## src/hdl/clx_pkg.sv

```systemverilog
`timescale 1ns / 1ps
// Shared types, character codes and keyword table for the C subset lexer.
// No dependencies; used by every module of the block.
package clx_pkg;

  typedef enum logic [1:0] {
    MODE_IDLE = 2'd0,
    MODE_NUM  = 2'd1,
    MODE_WORD = 2'd2,
    MODE_OP   = 2'd3
  } mode_t;

  typedef enum logic [2:0] {
    KIND_NUMBER   = 3'd0,
    KIND_KEYWORD  = 3'd1,
    KIND_IDENT    = 3'd2,
    KIND_OPERATOR = 3'd3,
    KIND_SYMBOL   = 3'd4,
    KIND_UNKNOWN  = 3'd5
  } kind_t;

  typedef struct packed {
    logic [7:0]  c2;
    logic [7:0]  c1;
    logic [3:0]  kw;
    logic [15:0] len;
    logic [15:0] start;
    kind_t       kind;
  } token_t;

  typedef struct packed {
    logic [1:0] cnt;
    token_t     tok1;
    token_t     tok0;
  } bundle_t;

  localparam logic [7:0]  CH_EQ   = 8'h3D;
  localparam logic [7:0]  CH_US   = 8'h5F;
  localparam logic [15:0] LEN_MAX = 16'hFFFF;

  localparam int QDEPTH  = 4;
  localparam int QPTR_W  = $clog2(QDEPTH);
  localparam int QFILL_W = $clog2(QDEPTH + 1);

  localparam int KW_NUM = 9;
  // int float char return if else while for void, first byte lowest
  localparam logic [63:0] KW_TEXT [KW_NUM] = '{
    64'h0000_0000_0074_6E69,
    64'h0000_0074_616F_6C66,
    64'h0000_0000_7261_6863,
    64'h0000_6E72_7574_6572,
    64'h0000_0000_0000_6669,
    64'h0000_0000_6573_6C65,
    64'h0000_0065_6C69_6877,
    64'h0000_0000_0072_6F66,
    64'h0000_0000_6469_6F76
  };
  localparam logic [15:0] KW_LEN [KW_NUM] = '{
    16'd3, 16'd5, 16'd4, 16'd6, 16'd2, 16'd4, 16'd5, 16'd3, 16'd4
  };

  function automatic logic is_digit(input logic [7:0] b);
    return b inside {[8'h30:8'h39]};
  endfunction

  function automatic logic is_alpha(input logic [7:0] b);
    return b inside {[8'h41:8'h5A], [8'h61:8'h7A]};
  endfunction

  function automatic logic is_space(input logic [7:0] b);
    return b inside {8'h20, [8'h09:8'h0D]};
  endfunction

  function automatic logic is_opch(input logic [7:0] b);
    return b inside {8'h2B, 8'h2D, 8'h2A, 8'h2F, 8'h3D, 8'h21, 8'h3C, 8'h3E};
  endfunction

  function automatic logic is_symch(input logic [7:0] b);
    return b inside {8'h3B, 8'h28, 8'h29, 8'h7B, 8'h7D, 8'h5B, 8'h5D, 8'h2C};
  endfunction

  // hit flag in bit 4, index below
  function automatic logic [4:0] kw_lookup(input logic [63:0] p, input logic [15:0] c);
    logic [4:0] r;
    r = '0;
    for (int k = 0; k < KW_NUM; k++) begin
      if (!r[4] && c == KW_LEN[k] && p == KW_TEXT[k]) begin
        r = {1'b1, 4'(k)};
      end
    end
    return r;
  endfunction

  function automatic token_t make_token(input kind_t kind, input logic [15:0] start,
                                        input logic [15:0] len, input logic [3:0] kw,
                                        input logic [7:0] c1, input logic [7:0] c2);
    token_t t;
    t.kind  = kind;
    t.start = start;
    t.len   = len;
    t.kw    = kw;
    t.c1    = c1;
    t.c2    = c2;
    return t;
  endfunction

  // token for whatever is open in mode m
  function automatic token_t flush_token(input mode_t m, input logic [15:0] s,
                                         input logic [15:0] c, input logic [63:0] p,
                                         input logic [7:0] op);
    token_t     t;
    logic [4:0] kw;
    kw = kw_lookup(p, c);
    t  = make_token(KIND_NUMBER, s, c, 4'd0, 8'd0, 8'd0);
    case (m)
      MODE_WORD: begin
        if (kw[4]) begin
          t.kind = KIND_KEYWORD;
          t.kw   = kw[3:0];
        end else begin
          t.kind = KIND_IDENT;
        end
      end
      MODE_OP: begin
        t.kind = KIND_OPERATOR;
        t.len  = 16'd1;
        t.c1   = op;
      end
      default: ;
    endcase
    return t;
  endfunction

endpackage

```

## src/hdl/clx_front.sv

```systemverilog
`timescale 1ns / 1ps
// Front end: accepts source bytes, tracks the open token and classifies
// each byte into a bundle of up to two tokens. Depends on clx_pkg.
module clx_front #(
  parameter int POSITION_BITS = 16,
  parameter int KEYWORD_BYTES = 6
) (
  input  logic             clk,
  input  logic             rst,
  input  logic             in_valid,
  output logic             in_ready,
  input  logic [7:0]       in_byte,
  input  logic             in_final,
  input  logic             q_full,
  output logic             push,
  output clx_pkg::bundle_t bundle
);
  import clx_pkg::*;

  localparam int PFX_W = 8 * KEYWORD_BYTES;

  mode_t                    mode, mode_mid, mode_next;
  logic [POSITION_BITS-1:0] pos, pos_next;
  logic [POSITION_BITS-1:0] tstart, tstart_next;
  logic [15:0]              tcount, tcount_next;
  logic [PFX_W-1:0]         prefix, prefix_next;
  logic [7:0]               pend, pend_next;
  logic                     fire, used;
  logic                     v_old, v_byte, v_fin;
  token_t                   t_old, t_byte, t_fin;

  function automatic logic [15:0] to16(input logic [POSITION_BITS-1:0] v);
    logic [POSITION_BITS+15:0] w;
    w = {16'b0, v};
    return w[15:0];
  endfunction

  function automatic logic [63:0] to64(input logic [PFX_W-1:0] v);
    logic [PFX_W+63:0] w;
    w = {64'b0, v};
    return w[63:0];
  endfunction

  assign in_ready = !q_full;
  assign fire     = in_valid && in_ready;

  always_comb begin
    mode_mid    = mode;
    tstart_next = tstart;
    tcount_next = tcount;
    prefix_next = prefix;
    pend_next   = pend;
    used        = 1'b0;
    v_old       = 1'b0;
    v_byte      = 1'b0;
    t_old       = flush_token(mode, to16(tstart), tcount, to64(prefix), pend);
    t_byte      = make_token(KIND_SYMBOL, to16(pos), 16'd1, 4'd0, in_byte, 8'd0);

    case (mode)
      MODE_OP: begin
        v_old    = 1'b1;
        mode_mid = MODE_IDLE;
        if (in_byte == CH_EQ) begin
          t_old = make_token(KIND_OPERATOR, to16(tstart), 16'd2, 4'd0, pend, CH_EQ);
          used  = 1'b1;
        end
      end
      MODE_NUM: begin
        if (is_digit(in_byte)) begin
          tcount_next = (tcount == LEN_MAX) ? tcount : tcount + 16'd1;
          used        = 1'b1;
        end else begin
          v_old    = 1'b1;
          mode_mid = MODE_IDLE;
        end
      end
      MODE_WORD: begin
        if (is_alpha(in_byte) || is_digit(in_byte) || in_byte == CH_US) begin
          for (int k = 0; k < KEYWORD_BYTES; k++) begin
            if (tcount == 16'(k)) begin
              prefix_next[8*k +: 8] = in_byte;
            end
          end
          tcount_next = (tcount == LEN_MAX) ? tcount : tcount + 16'd1;
          used        = 1'b1;
        end else begin
          v_old    = 1'b1;
          mode_mid = MODE_IDLE;
        end
      end
      default: ;
    endcase

    if (!used) begin
      if (is_space(in_byte)) begin
      end else if (is_digit(in_byte)) begin
        mode_mid    = MODE_NUM;
        tstart_next = pos;
        tcount_next = 16'd1;
      end else if (is_alpha(in_byte) || in_byte == CH_US) begin
        mode_mid    = MODE_WORD;
        tstart_next = pos;
        tcount_next = 16'd1;
        prefix_next = PFX_W'(in_byte);
      end else if (is_opch(in_byte)) begin
        mode_mid    = MODE_OP;
        tstart_next = pos;
        tcount_next = 16'd1;
        pend_next   = in_byte;
      end else if (is_symch(in_byte)) begin
        v_byte = 1'b1;
      end else begin
        v_byte      = 1'b1;
        t_byte.kind = KIND_UNKNOWN;
      end
    end

    t_fin     = flush_token(mode_mid, to16(tstart_next), tcount_next, to64(prefix_next),
                            pend_next);
    v_fin     = in_final && (mode_mid != MODE_IDLE);
    mode_next = in_final ? MODE_IDLE : mode_mid;
    pos_next  = in_final ? '0 : pos + 1'b1;

    bundle.cnt  = 2'(v_old) + 2'(v_byte || v_fin);
    bundle.tok0 = v_old ? t_old : (v_byte ? t_byte : t_fin);
    bundle.tok1 = v_byte ? t_byte : t_fin;
    push        = fire && (v_old || v_byte || v_fin);
  end

  always_ff @(posedge clk) begin
    if (rst) begin
      mode <= MODE_IDLE;
    end else if (fire) begin
      mode <= mode_next;
    end
  end

  always_ff @(posedge clk) begin
    if (rst) begin
      pos    <= '0;
      tstart <= '0;
      tcount <= '0;
      prefix <= '0;
      pend   <= '0;
    end else if (fire) begin
      pos    <= pos_next;
      tstart <= tstart_next;
      tcount <= tcount_next;
      prefix <= prefix_next;
      pend   <= pend_next;
    end
  end

endmodule

```

## src/hdl/clx_queue.sv

```systemverilog
`timescale 1ns / 1ps
// Short queue of token bundles between the front and back ends.
// Depends on clx_pkg.
module clx_queue (
  input  logic             clk,
  input  logic             rst,
  input  logic             push,
  input  clx_pkg::bundle_t wdata,
  output logic             full,
  input  logic             pop,
  output clx_pkg::bundle_t rdata,
  output logic             not_empty
);
  import clx_pkg::*;

  bundle_t             mem [QDEPTH];
  logic [QPTR_W-1:0]   wr_ptr, rd_ptr;
  logic [QFILL_W-1:0]  fill;

  assign full      = (fill == QFILL_W'(QDEPTH));
  assign not_empty = (fill != '0);
  assign rdata     = mem[rd_ptr];

  always_ff @(posedge clk) begin
    if (push) begin
      mem[wr_ptr] <= wdata;
    end
  end

  always_ff @(posedge clk) begin
    if (rst) begin
      wr_ptr <= '0;
      rd_ptr <= '0;
      fill   <= '0;
    end else begin
      if (push) begin
        wr_ptr <= wr_ptr + 1'b1;
      end
      if (pop) begin
        rd_ptr <= rd_ptr + 1'b1;
      end
      if (push && !pop) begin
        fill <= fill + 1'b1;
      end else if (pop && !push) begin
        fill <= fill - 1'b1;
      end
    end
  end

`ifndef ASSERT_OFF
  a_no_overflow: assert property (@(posedge clk) disable iff (rst) push |-> !full)
    else $error("bundle pushed into full queue");
  a_no_underflow: assert property (@(posedge clk) disable iff (rst) pop |-> not_empty)
    else $error("bundle popped from empty queue");
  a_fill_range: assert property (@(posedge clk) disable iff (rst)
    fill <= QFILL_W'(QDEPTH))
    else $error("queue fill out of range");
  a_bundle_cnt: assert property (@(posedge clk) disable iff (rst)
    push |-> (wdata.cnt == 2'd1 || wdata.cnt == 2'd2))
    else $error("pushed bundle holds no token or too many");
`endif

endmodule

```

## src/hdl/clx_back.sv

```systemverilog
`timescale 1ns / 1ps
// Back end: unpacks queued bundles one token per cycle, while out_ready does not stall
// it, into the output register. Depends on clx_pkg.
module clx_back (
  input  logic             clk,
  input  logic             rst,
  input  logic             q_valid,
  input  clx_pkg::bundle_t q_head,
  output logic             pop,
  output logic             out_valid,
  input  logic             out_ready,
  output logic [55:0]      out_data,
  output logic             out_last
);
  import clx_pkg::*;

  logic   sel, sel_next;
  logic   load, last;
  token_t tok;

  assign tok      = sel ? q_head.tok1 : q_head.tok0;
  assign last     = sel || (q_head.cnt == 2'd1);
  assign load     = q_valid && (!out_valid || out_ready);
  assign pop      = load && last;
  assign sel_next = load ? !last : sel;

  always_ff @(posedge clk) begin
    if (rst) begin
      sel       <= 1'b0;
      out_valid <= 1'b0;
    end else begin
      sel <= sel_next;
      if (!out_valid || out_ready) begin
        out_valid <= q_valid;
      end
    end
  end

  always_ff @(posedge clk) begin
    if (load) begin
      out_data <= {1'b0, tok};
      out_last <= last;
    end
  end

endmodule

```

## src/hdl/c_subset_lexer.sv

```systemverilog
`timescale 1ns / 1ps
// C subset lexer top level: front end, bundle queue and back end.
// Path: the bundle of a byte that closes a token is written into the queue, then its
// first token is loaded into the output register, a second one once that is free.
// Throughput: one byte per cycle while the queue is not full; one token per cycle out
// of the output register unless stalled; a four-bundle queue absorbs two-token bytes.
// Reset (synchronous, rst high): scanner idle at offset zero, queue empty.
module c_subset_lexer #(
  parameter int POSITION_BITS = 16,
  parameter int KEYWORD_BYTES = 6
) (
  input  logic        clk,
  input  logic        rst,
  input  logic        s_axis_tvalid,
  output logic        s_axis_tready,
  input  logic [7:0]  s_axis_tdata,  // source_byte
  input  logic        s_axis_tlast,  // final_byte
  output logic        m_axis_tvalid,
  input  logic        m_axis_tready,
  output logic [55:0] m_axis_tdata,  // token_kind, start_position, token_length,
                                     // keyword_index, first_char, second_char, pad
  output logic        m_axis_tlast   // run_last
);
  import clx_pkg::*;

  logic    q_full, q_push, q_pop, q_valid;
  bundle_t q_wdata, q_rdata;

  clx_front #(
    .POSITION_BITS(POSITION_BITS),
    .KEYWORD_BYTES(KEYWORD_BYTES)
  ) u_front (
    .clk     (clk),
    .rst     (rst),
    .in_valid(s_axis_tvalid),
    .in_ready(s_axis_tready),
    .in_byte (s_axis_tdata),
    .in_final(s_axis_tlast),
    .q_full  (q_full),
    .push    (q_push),
    .bundle  (q_wdata)
  );

  clx_queue u_queue (
    .clk      (clk),
    .rst      (rst),
    .push     (q_push),
    .wdata    (q_wdata),
    .full     (q_full),
    .pop      (q_pop),
    .rdata    (q_rdata),
    .not_empty(q_valid)
  );

  clx_back u_back (
    .clk      (clk),
    .rst      (rst),
    .q_valid  (q_valid),
    .q_head   (q_rdata),
    .pop      (q_pop),
    .out_valid(m_axis_tvalid),
    .out_ready(m_axis_tready),
    .out_data (m_axis_tdata),
    .out_last (m_axis_tlast)
  );

endmodule

```

## config.mk

```make
export PLATFORM = sky130hd
export DESIGN_NAME = c_subset_lexer
export DESIGN_NICKNAME = d
export VERILOG_FILES = /design/src/hdl/clx_pkg.sv /design/src/hdl/clx_front.sv /design/src/hdl/clx_queue.sv /design/src/hdl/clx_back.sv /design/src/hdl/c_subset_lexer.sv
export SDC_FILE = /design/constraint.sdc
export NUM_CORES = 1
export LEC_CHECK = 0
export BUFFER_PORTS_ARGS = -buffer_cell sky130_fd_sc_hd__buf_2
export CORE_UTILIZATION = 40
export CTS_CLUSTER_SIZE = 8
export DETAILED_ROUTE_END_ITERATION = 7
export PLACE_DENSITY_LB_ADDON = 0.08
export SLEW_MARGIN = 20
export SYNTH_ARGS = -nofsm -noshare
export SYNTH_HDL_FRONTEND = slang
export SYNTH_SLANG_ARGS = --single-unit
```

## constraint.sdc

```tcl
create_clock -name clk -period 8.1 [get_ports clk]
set_input_delay 1.62 -clock clk [delete_from_list [all_inputs] [get_ports clk]]
set_output_delay 1.62 -clock clk [all_outputs]
set_load 0.03 [all_outputs]
```

# After elaboration in Yosys (flattened, before gate mapping)
# Memory sizes are Yosys's and may differ from the RTL's. A register that Yosys moved wholly into a read port is not among the register bits.
# Cells that the tools add are included.
[totals] n_memories=1 reg_bits=171 word_cells=266 ramBits=416 output_inout_bits=59 in_bits=13
[op_classes] mux=100 order_cmp=8 reduce_logical=82 n_addsub=7 n_eq_ne=55
[memory_table] name="u_queue.mem" words=4 width=104 read_ports=1 rd_ports_with_merged_regs=1 wr=1 line="clx_queue.sv:16" text="bundle_t mem [QDEPTH];"
[op_table] operator="$eq A48 B31 Y1 const B" count=6
[op_table] operator="$mux W48" count=6
[op_table] operator="$mux W16" count=16
[op_table] operator="$eq A48 B23 Y1 const B" count=4
[op_table] operator="$eq A48 B39 Y1 const B" count=4
[op_table] operator="$mux W55" count=3
[op_table] operator="$eq A8 B6 Y1 const B" count=13
[op_table] operator="$mux W8" count=13
[op_table] operator="$eq A16 B3 Y1 const B" count=6
[op_table] operator="$eq A48 B15 Y1 const B" count=2
[op_table] operator="$eq A48 B47 Y1 const B" count=2
[op_table] operator="$mux W5" count=18
[op_table] operator="$eq A16 B2 Y1 const B" count=4
[op_table] operator="$mux W53" count=1
[op_table] operator="$mux W47" count=1
[op_table] operator="$logic_and A1 B1 Y1" count=45
[op_table] operator="$eq A8 B7 Y1 const B" count=5
[op_table] operator="$add A16 B1 Y16 const B" count=2
[op_table] operator="$pmux W16 S2" count=1
[op_table] operator="$mux W2" count=12
[op_table] operator="$logic_not A1 Y1" count=21
[op_table] operator="$mux W3" count=7
[op_table] operator="$eq A16 B1 Y1 const B" count=1
[op_table] operator="$eq A16 B16 Y1 const B" count=1
[op_table] operator="23 further kinds" count=58

# Depth between registers and ports, before layout
[depth] word_depth=51 depth_mapped=17 ltp_nobuf=16

# Cells and area by module
# Synthesis repeated with hierarchy kept, for this count alone.
[hier_totals] cells_unflattened=1966 area_unflattened_um2=27848.0
[by_module_without_submodules] mod="clx_queue" cells_per_inst=629 n_inst=1 area_each_um2=16676.0
[by_module_without_submodules] mod="clx_front" cells_per_inst=1205 n_inst=1 area_each_um2=8597.0
[by_module_without_submodules] mod="clx_back" cells_per_inst=132 n_inst=1 area_each_um2=2575.0

# Worst setup path before layout
# Ideal clock, no wire load.
[synth_timing] path_type="input to register" from="in s_axis_tdata[4]" to="mem u_queue.mem[0][0] in the netlist's numbering, enable pin" slack_ns=1.275 setup_time_ns=0.467 t_arrival_ns=6.358 required_ns=7.633 stages=11 n_path_buf=1 path_cell_list="clkbuf_1 > or4_1 > nor2_1 > o32a_1 > a21o_1 > nand2_1 > nand2b_1 > a21oi_1 > o21ai_0 > a31oi_1 > and2_1"
[synth_via] elab_chain_len=18 word_cells_on_any_way=55
[synth_lines] element="start: declaration" line="c_subset_lexer.sv:16" text="input logic [7:0] s_axis_tdata,"
[synth_lines] element="$ge A8 B7 Y1 / $le A8 B7 Y1 (equally long branches)" line="clx_pkg.sv:67" text="return b inside {[8'h41:8'h5A], [8'h61:8'h7A]};"
[synth_lines] element="$logic_and A1 B1 Y1" line="clx_pkg.sv:67"
[synth_lines] element="$reduce_bool A2 Y1" line="clx_pkg.sv:67"
[synth_lines] element="$logic_or A1 B1 Y1 (2 in a row)" line="clx_front.sv:78" text="if (is_alpha(in_byte) || is_digit(in_byte) || in_byte == CH_US) begin"
[synth_lines] element="$mux W2" line="clx_front.sv:78"
[synth_lines] element="$pmux W2 S3" line="clx_front.sv:59" text="case (mode)"
[synth_lines] element="$mux W2" line="clx_front.sv:105" text="end else if (is_opch(in_byte)) begin"
[synth_lines] element="$mux W2" line="clx_front.sv:100" text="end else if (is_alpha(in_byte) || in_byte == CH_US) begin"
[synth_lines] element="[... 2 more ...]"
[synth_lines] element="$mux W2" line="clx_front.sv:94" text="if (!used) begin"
[synth_lines] element="$reduce_bool A2 Y1" line="clx_front.sv:120" text="v_fin = in_final && (mode_mid != MODE_IDLE);"
[synth_lines] element="$logic_and A1 B1 Y1" line="clx_front.sv:120"
[synth_lines] element="$logic_or A1 B1 Y1 *" line="clx_front.sv:127" text="push = fire && (v_old || v_byte || v_fin);"
[synth_lines] element="$logic_and A1 B1 Y1 *" line="clx_front.sv:127"
[synth_lines] element="net q_push" line="c_subset_lexer.sv:26" text="logic q_full, q_push, q_pop, q_valid;"
[synth_lines] element="$mux W1 *" line="clx_queue.sv:25" text="if (push) begin"
[synth_lines] element="$mux W1 (implied by the code) *" line="clx_queue.sv:26" text="mem[wr_ptr] <= wdata;"
[synth_lines] element="end: declaration" line="clx_queue.sv:16"
# The timed path passes the listed nets; every way through them passes the cells marked *.

# Worst setup path in the final report
[layout_timing] from="in s_axis_tdata[0]" to="mem u_queue.mem[2][42] in the netlist's numbering, enable pin"
# The elaborated chain is that of the path after synthesis.

==> metrics.txt <==
H-tree depth=3; Synth Area in Adders=0.829%; mux contribution to synthesized area=13.2%; Mean Syn Cell Area=13.4 µm²; antenna fix cells=0; crit end category=register; root buf cell=clkbuf_16; CTS Buffer Depth=3; Post-DP Area=26,300 µm²; asr flop ratio synth=0%; share of cells above drive strength 1=20.5%; Hold Path Class=register to register; detailed-route wire length=69.6 mm; Netlist cell types=94; Core Region=61,800 µm²; pwr dens=290 nW/µm²; total negative setup slack=0 ns; Final setup viols=0; CTS Sinks=554; CTS tree=built; vias=16,300; Post-synth EDFFs=437; final worst path period share=77.2%; max_cap viols=0; FP Rows=91; Yosys reg bits=554; count leader, synth=edfxtp_1; Hold Buf Count CTS=0; CTS buffer count=80; worst slew pin tran=0.946 ns; # port buffers=67; final slew viol count=0; Final Skew=0.0391 ns; Post-Synth XOR/XNOR Area=0.559%; IO Pins=72; DRC violations left=0; post-DP HPWL=45.7 mm; min cycle time layout=6.26 ns; Yosys top cell by area=edfxtp_1; Mapped Cells=1,875; Die ar.=63,700 µm²; main flop type after synthesis=edfxtp_1; clk slew on worst S/H paths=0.05 ns; Die Ht=252 µm; fmax=160 MHz; top-area cell type share of the netlist area=52.4%; Post-Synth Simple-Gate Area=13.5%; DR vias/cell=5.77; post-CTS setup buffers=0; slew margin rel.=36.0%; maximum vdd ir drop=0.180 mV; DR pass1 iterations=8; vias in the first global route=16,500; CP Launch Type=primary input; Detailed Route Iter0 Violations=1,382; initial antenna violation count=1; GPL Wtd Cong=0.894; Final Hold Viols=0; area grow syn2layout=14.1%; largest net degree at the start of global routing=87; fin area=28,600 µm²; Core Util, Final=46.2%; Post-synth top cells=edfxtp_1, nor2_1, nand2_1; total global-route track usage=22.1%; Seq/Total Area, Yosys=61.7%; Final Net Count=1,972; first-pass GRT wire length=105 mm; status=completed; Routed Antenna Nets=0; Layout Cells excl Fill=2,826; starting density of the core=40.5%; Pleak=9.56 nW; crit path max fanout=50; YS warnings=0; unrepaired setup endpoints after global routing=no; top area cells in the synthesized netlist=edfxtp_1, dfxtp_1, mux4_2; largest family of logic cells by synthesized area=simple AND/OR/NAND/NOR gates; worst path required time=8.37 ns; Post-Syn Area=25,100 µm²; Inst Count DP=2,698; total grt overflow=0; average wire per standard cell=24.6 µm; Post-CTS Resized=0; Synth Area in Compound Gates=7.90%; Die Span X=252 µm; Setup Crit Path Kind=primary input to register; Arrival @ worst endpoint=6.52 ns; clock latency on the worst-skew pair=0.62 ns
[cells in the final DEF (no fill, tap or decap), types with 11 or more instances in the layout]
cell type  count
and3_1        24
nor2b_1       20
nor3_1        42
nor2_1       170
mux4_2        95
a21oi_1       77
or3_1         13
edfxtp_1     437
nor4_1        19
clkbuf_16     81
xor2_1        12
a22oi_1       45
a22o_1        14
o21ai_0       61
and2_1        17
nand3_1       46
inv_1         28
buf_4         24
clkbuf_1      37
buf_2         66
ha_1          15
mux2_2        86
mux2i_1       19
nand4_1       35
dfxtp_1      114
nand2_1      161
a31oi_1       11
[metrics by stage]
step | hold WS (ns) | power (mW) | worst slack (ns)
after floorplan | 0.439 | 4.79 | 1.28
after global placement | 0.450 | 5.31 | 1.39
after detailed placement | 0.456 | 5.33 | 1.21
after CTS | 0.464 | 8.41 | 1.84
after global routing | 0.482 | 8.63 | 1.43
final | 0.463 | 8.28 | 1.84
[layout make-up]
class / count / area, µm²
fillers: 5549 / 33200
flip-flops and latches: 554 / 15500
multi-input cells: 1185 / 9050
clock buffers: 119 / 2180
well taps: 837 / 1050
repair buffers: 94 / 591
clock inverters: 9 / 138
inverters: 28 / 105
[worst paths after layout]
path,from,endpoint,slack [ns],depth (start not counted)
min reg2reg,u_front.tstart[12],u_front.tstart[12],0.46,2
max,s_axis_tdata[0],u_queue.mem[2][42],1.84,13
min,u_front.tstart[12],u_front.tstart[12],0.46,2
max reg2reg,u_front.mode[0],u_queue.mem[2][42],2.72,12
[logic make-up after synthesis]
family | Yosys count
other cells | 1
mux | 200
xor+xnor | 16
buf+inv | 139
compound gates | 298
fa+ha+maj | 16
simple gates | 651
flops | 554
[report_power, final]
part / total (mW) / internal (mW) / switching (mW)
registers: 3.63 / 3.49 / 0.144
logic: 1.59 / 0.561 / 1.03
clock network: 3.06 / 1.85 / 1.20
[critical path, stage by stage]
cell	delay [ns]
buf_2	0.48
and2_1	0.26
o2111a_1	0.36
o32a_1	0.32
a21o_1	0.18
nand2_1	0.49
buf_4	0.43
o21ai_0	0.18
o21a_1	0.23
o21ai_0	0.15
a31oi_1	0.59
and2_4	0.81
buf_12	0.32
[layer usage]
metal	global-route usage (%)	up-vias	share of wire, %
met3	3.46	105	5.2
met4	6.03	0	2.0
met2	36.2	488	48
met5	0	-	0
li1	-	7408	-
met1	30.5	8316	45
[registers in the layout, indices dropped and copies added, names as in the netlist, 3 cells and up, named ones only]
register         count
u_queue.fill         3
u_front.tstart      16
u_front.pend         8
u_front.tcount      16
u_queue.mem        388
u_front.pos         16
u_front.prefix      48
u_back.out_data     48
No activity file was read; power rests on OpenSTA's default activity.
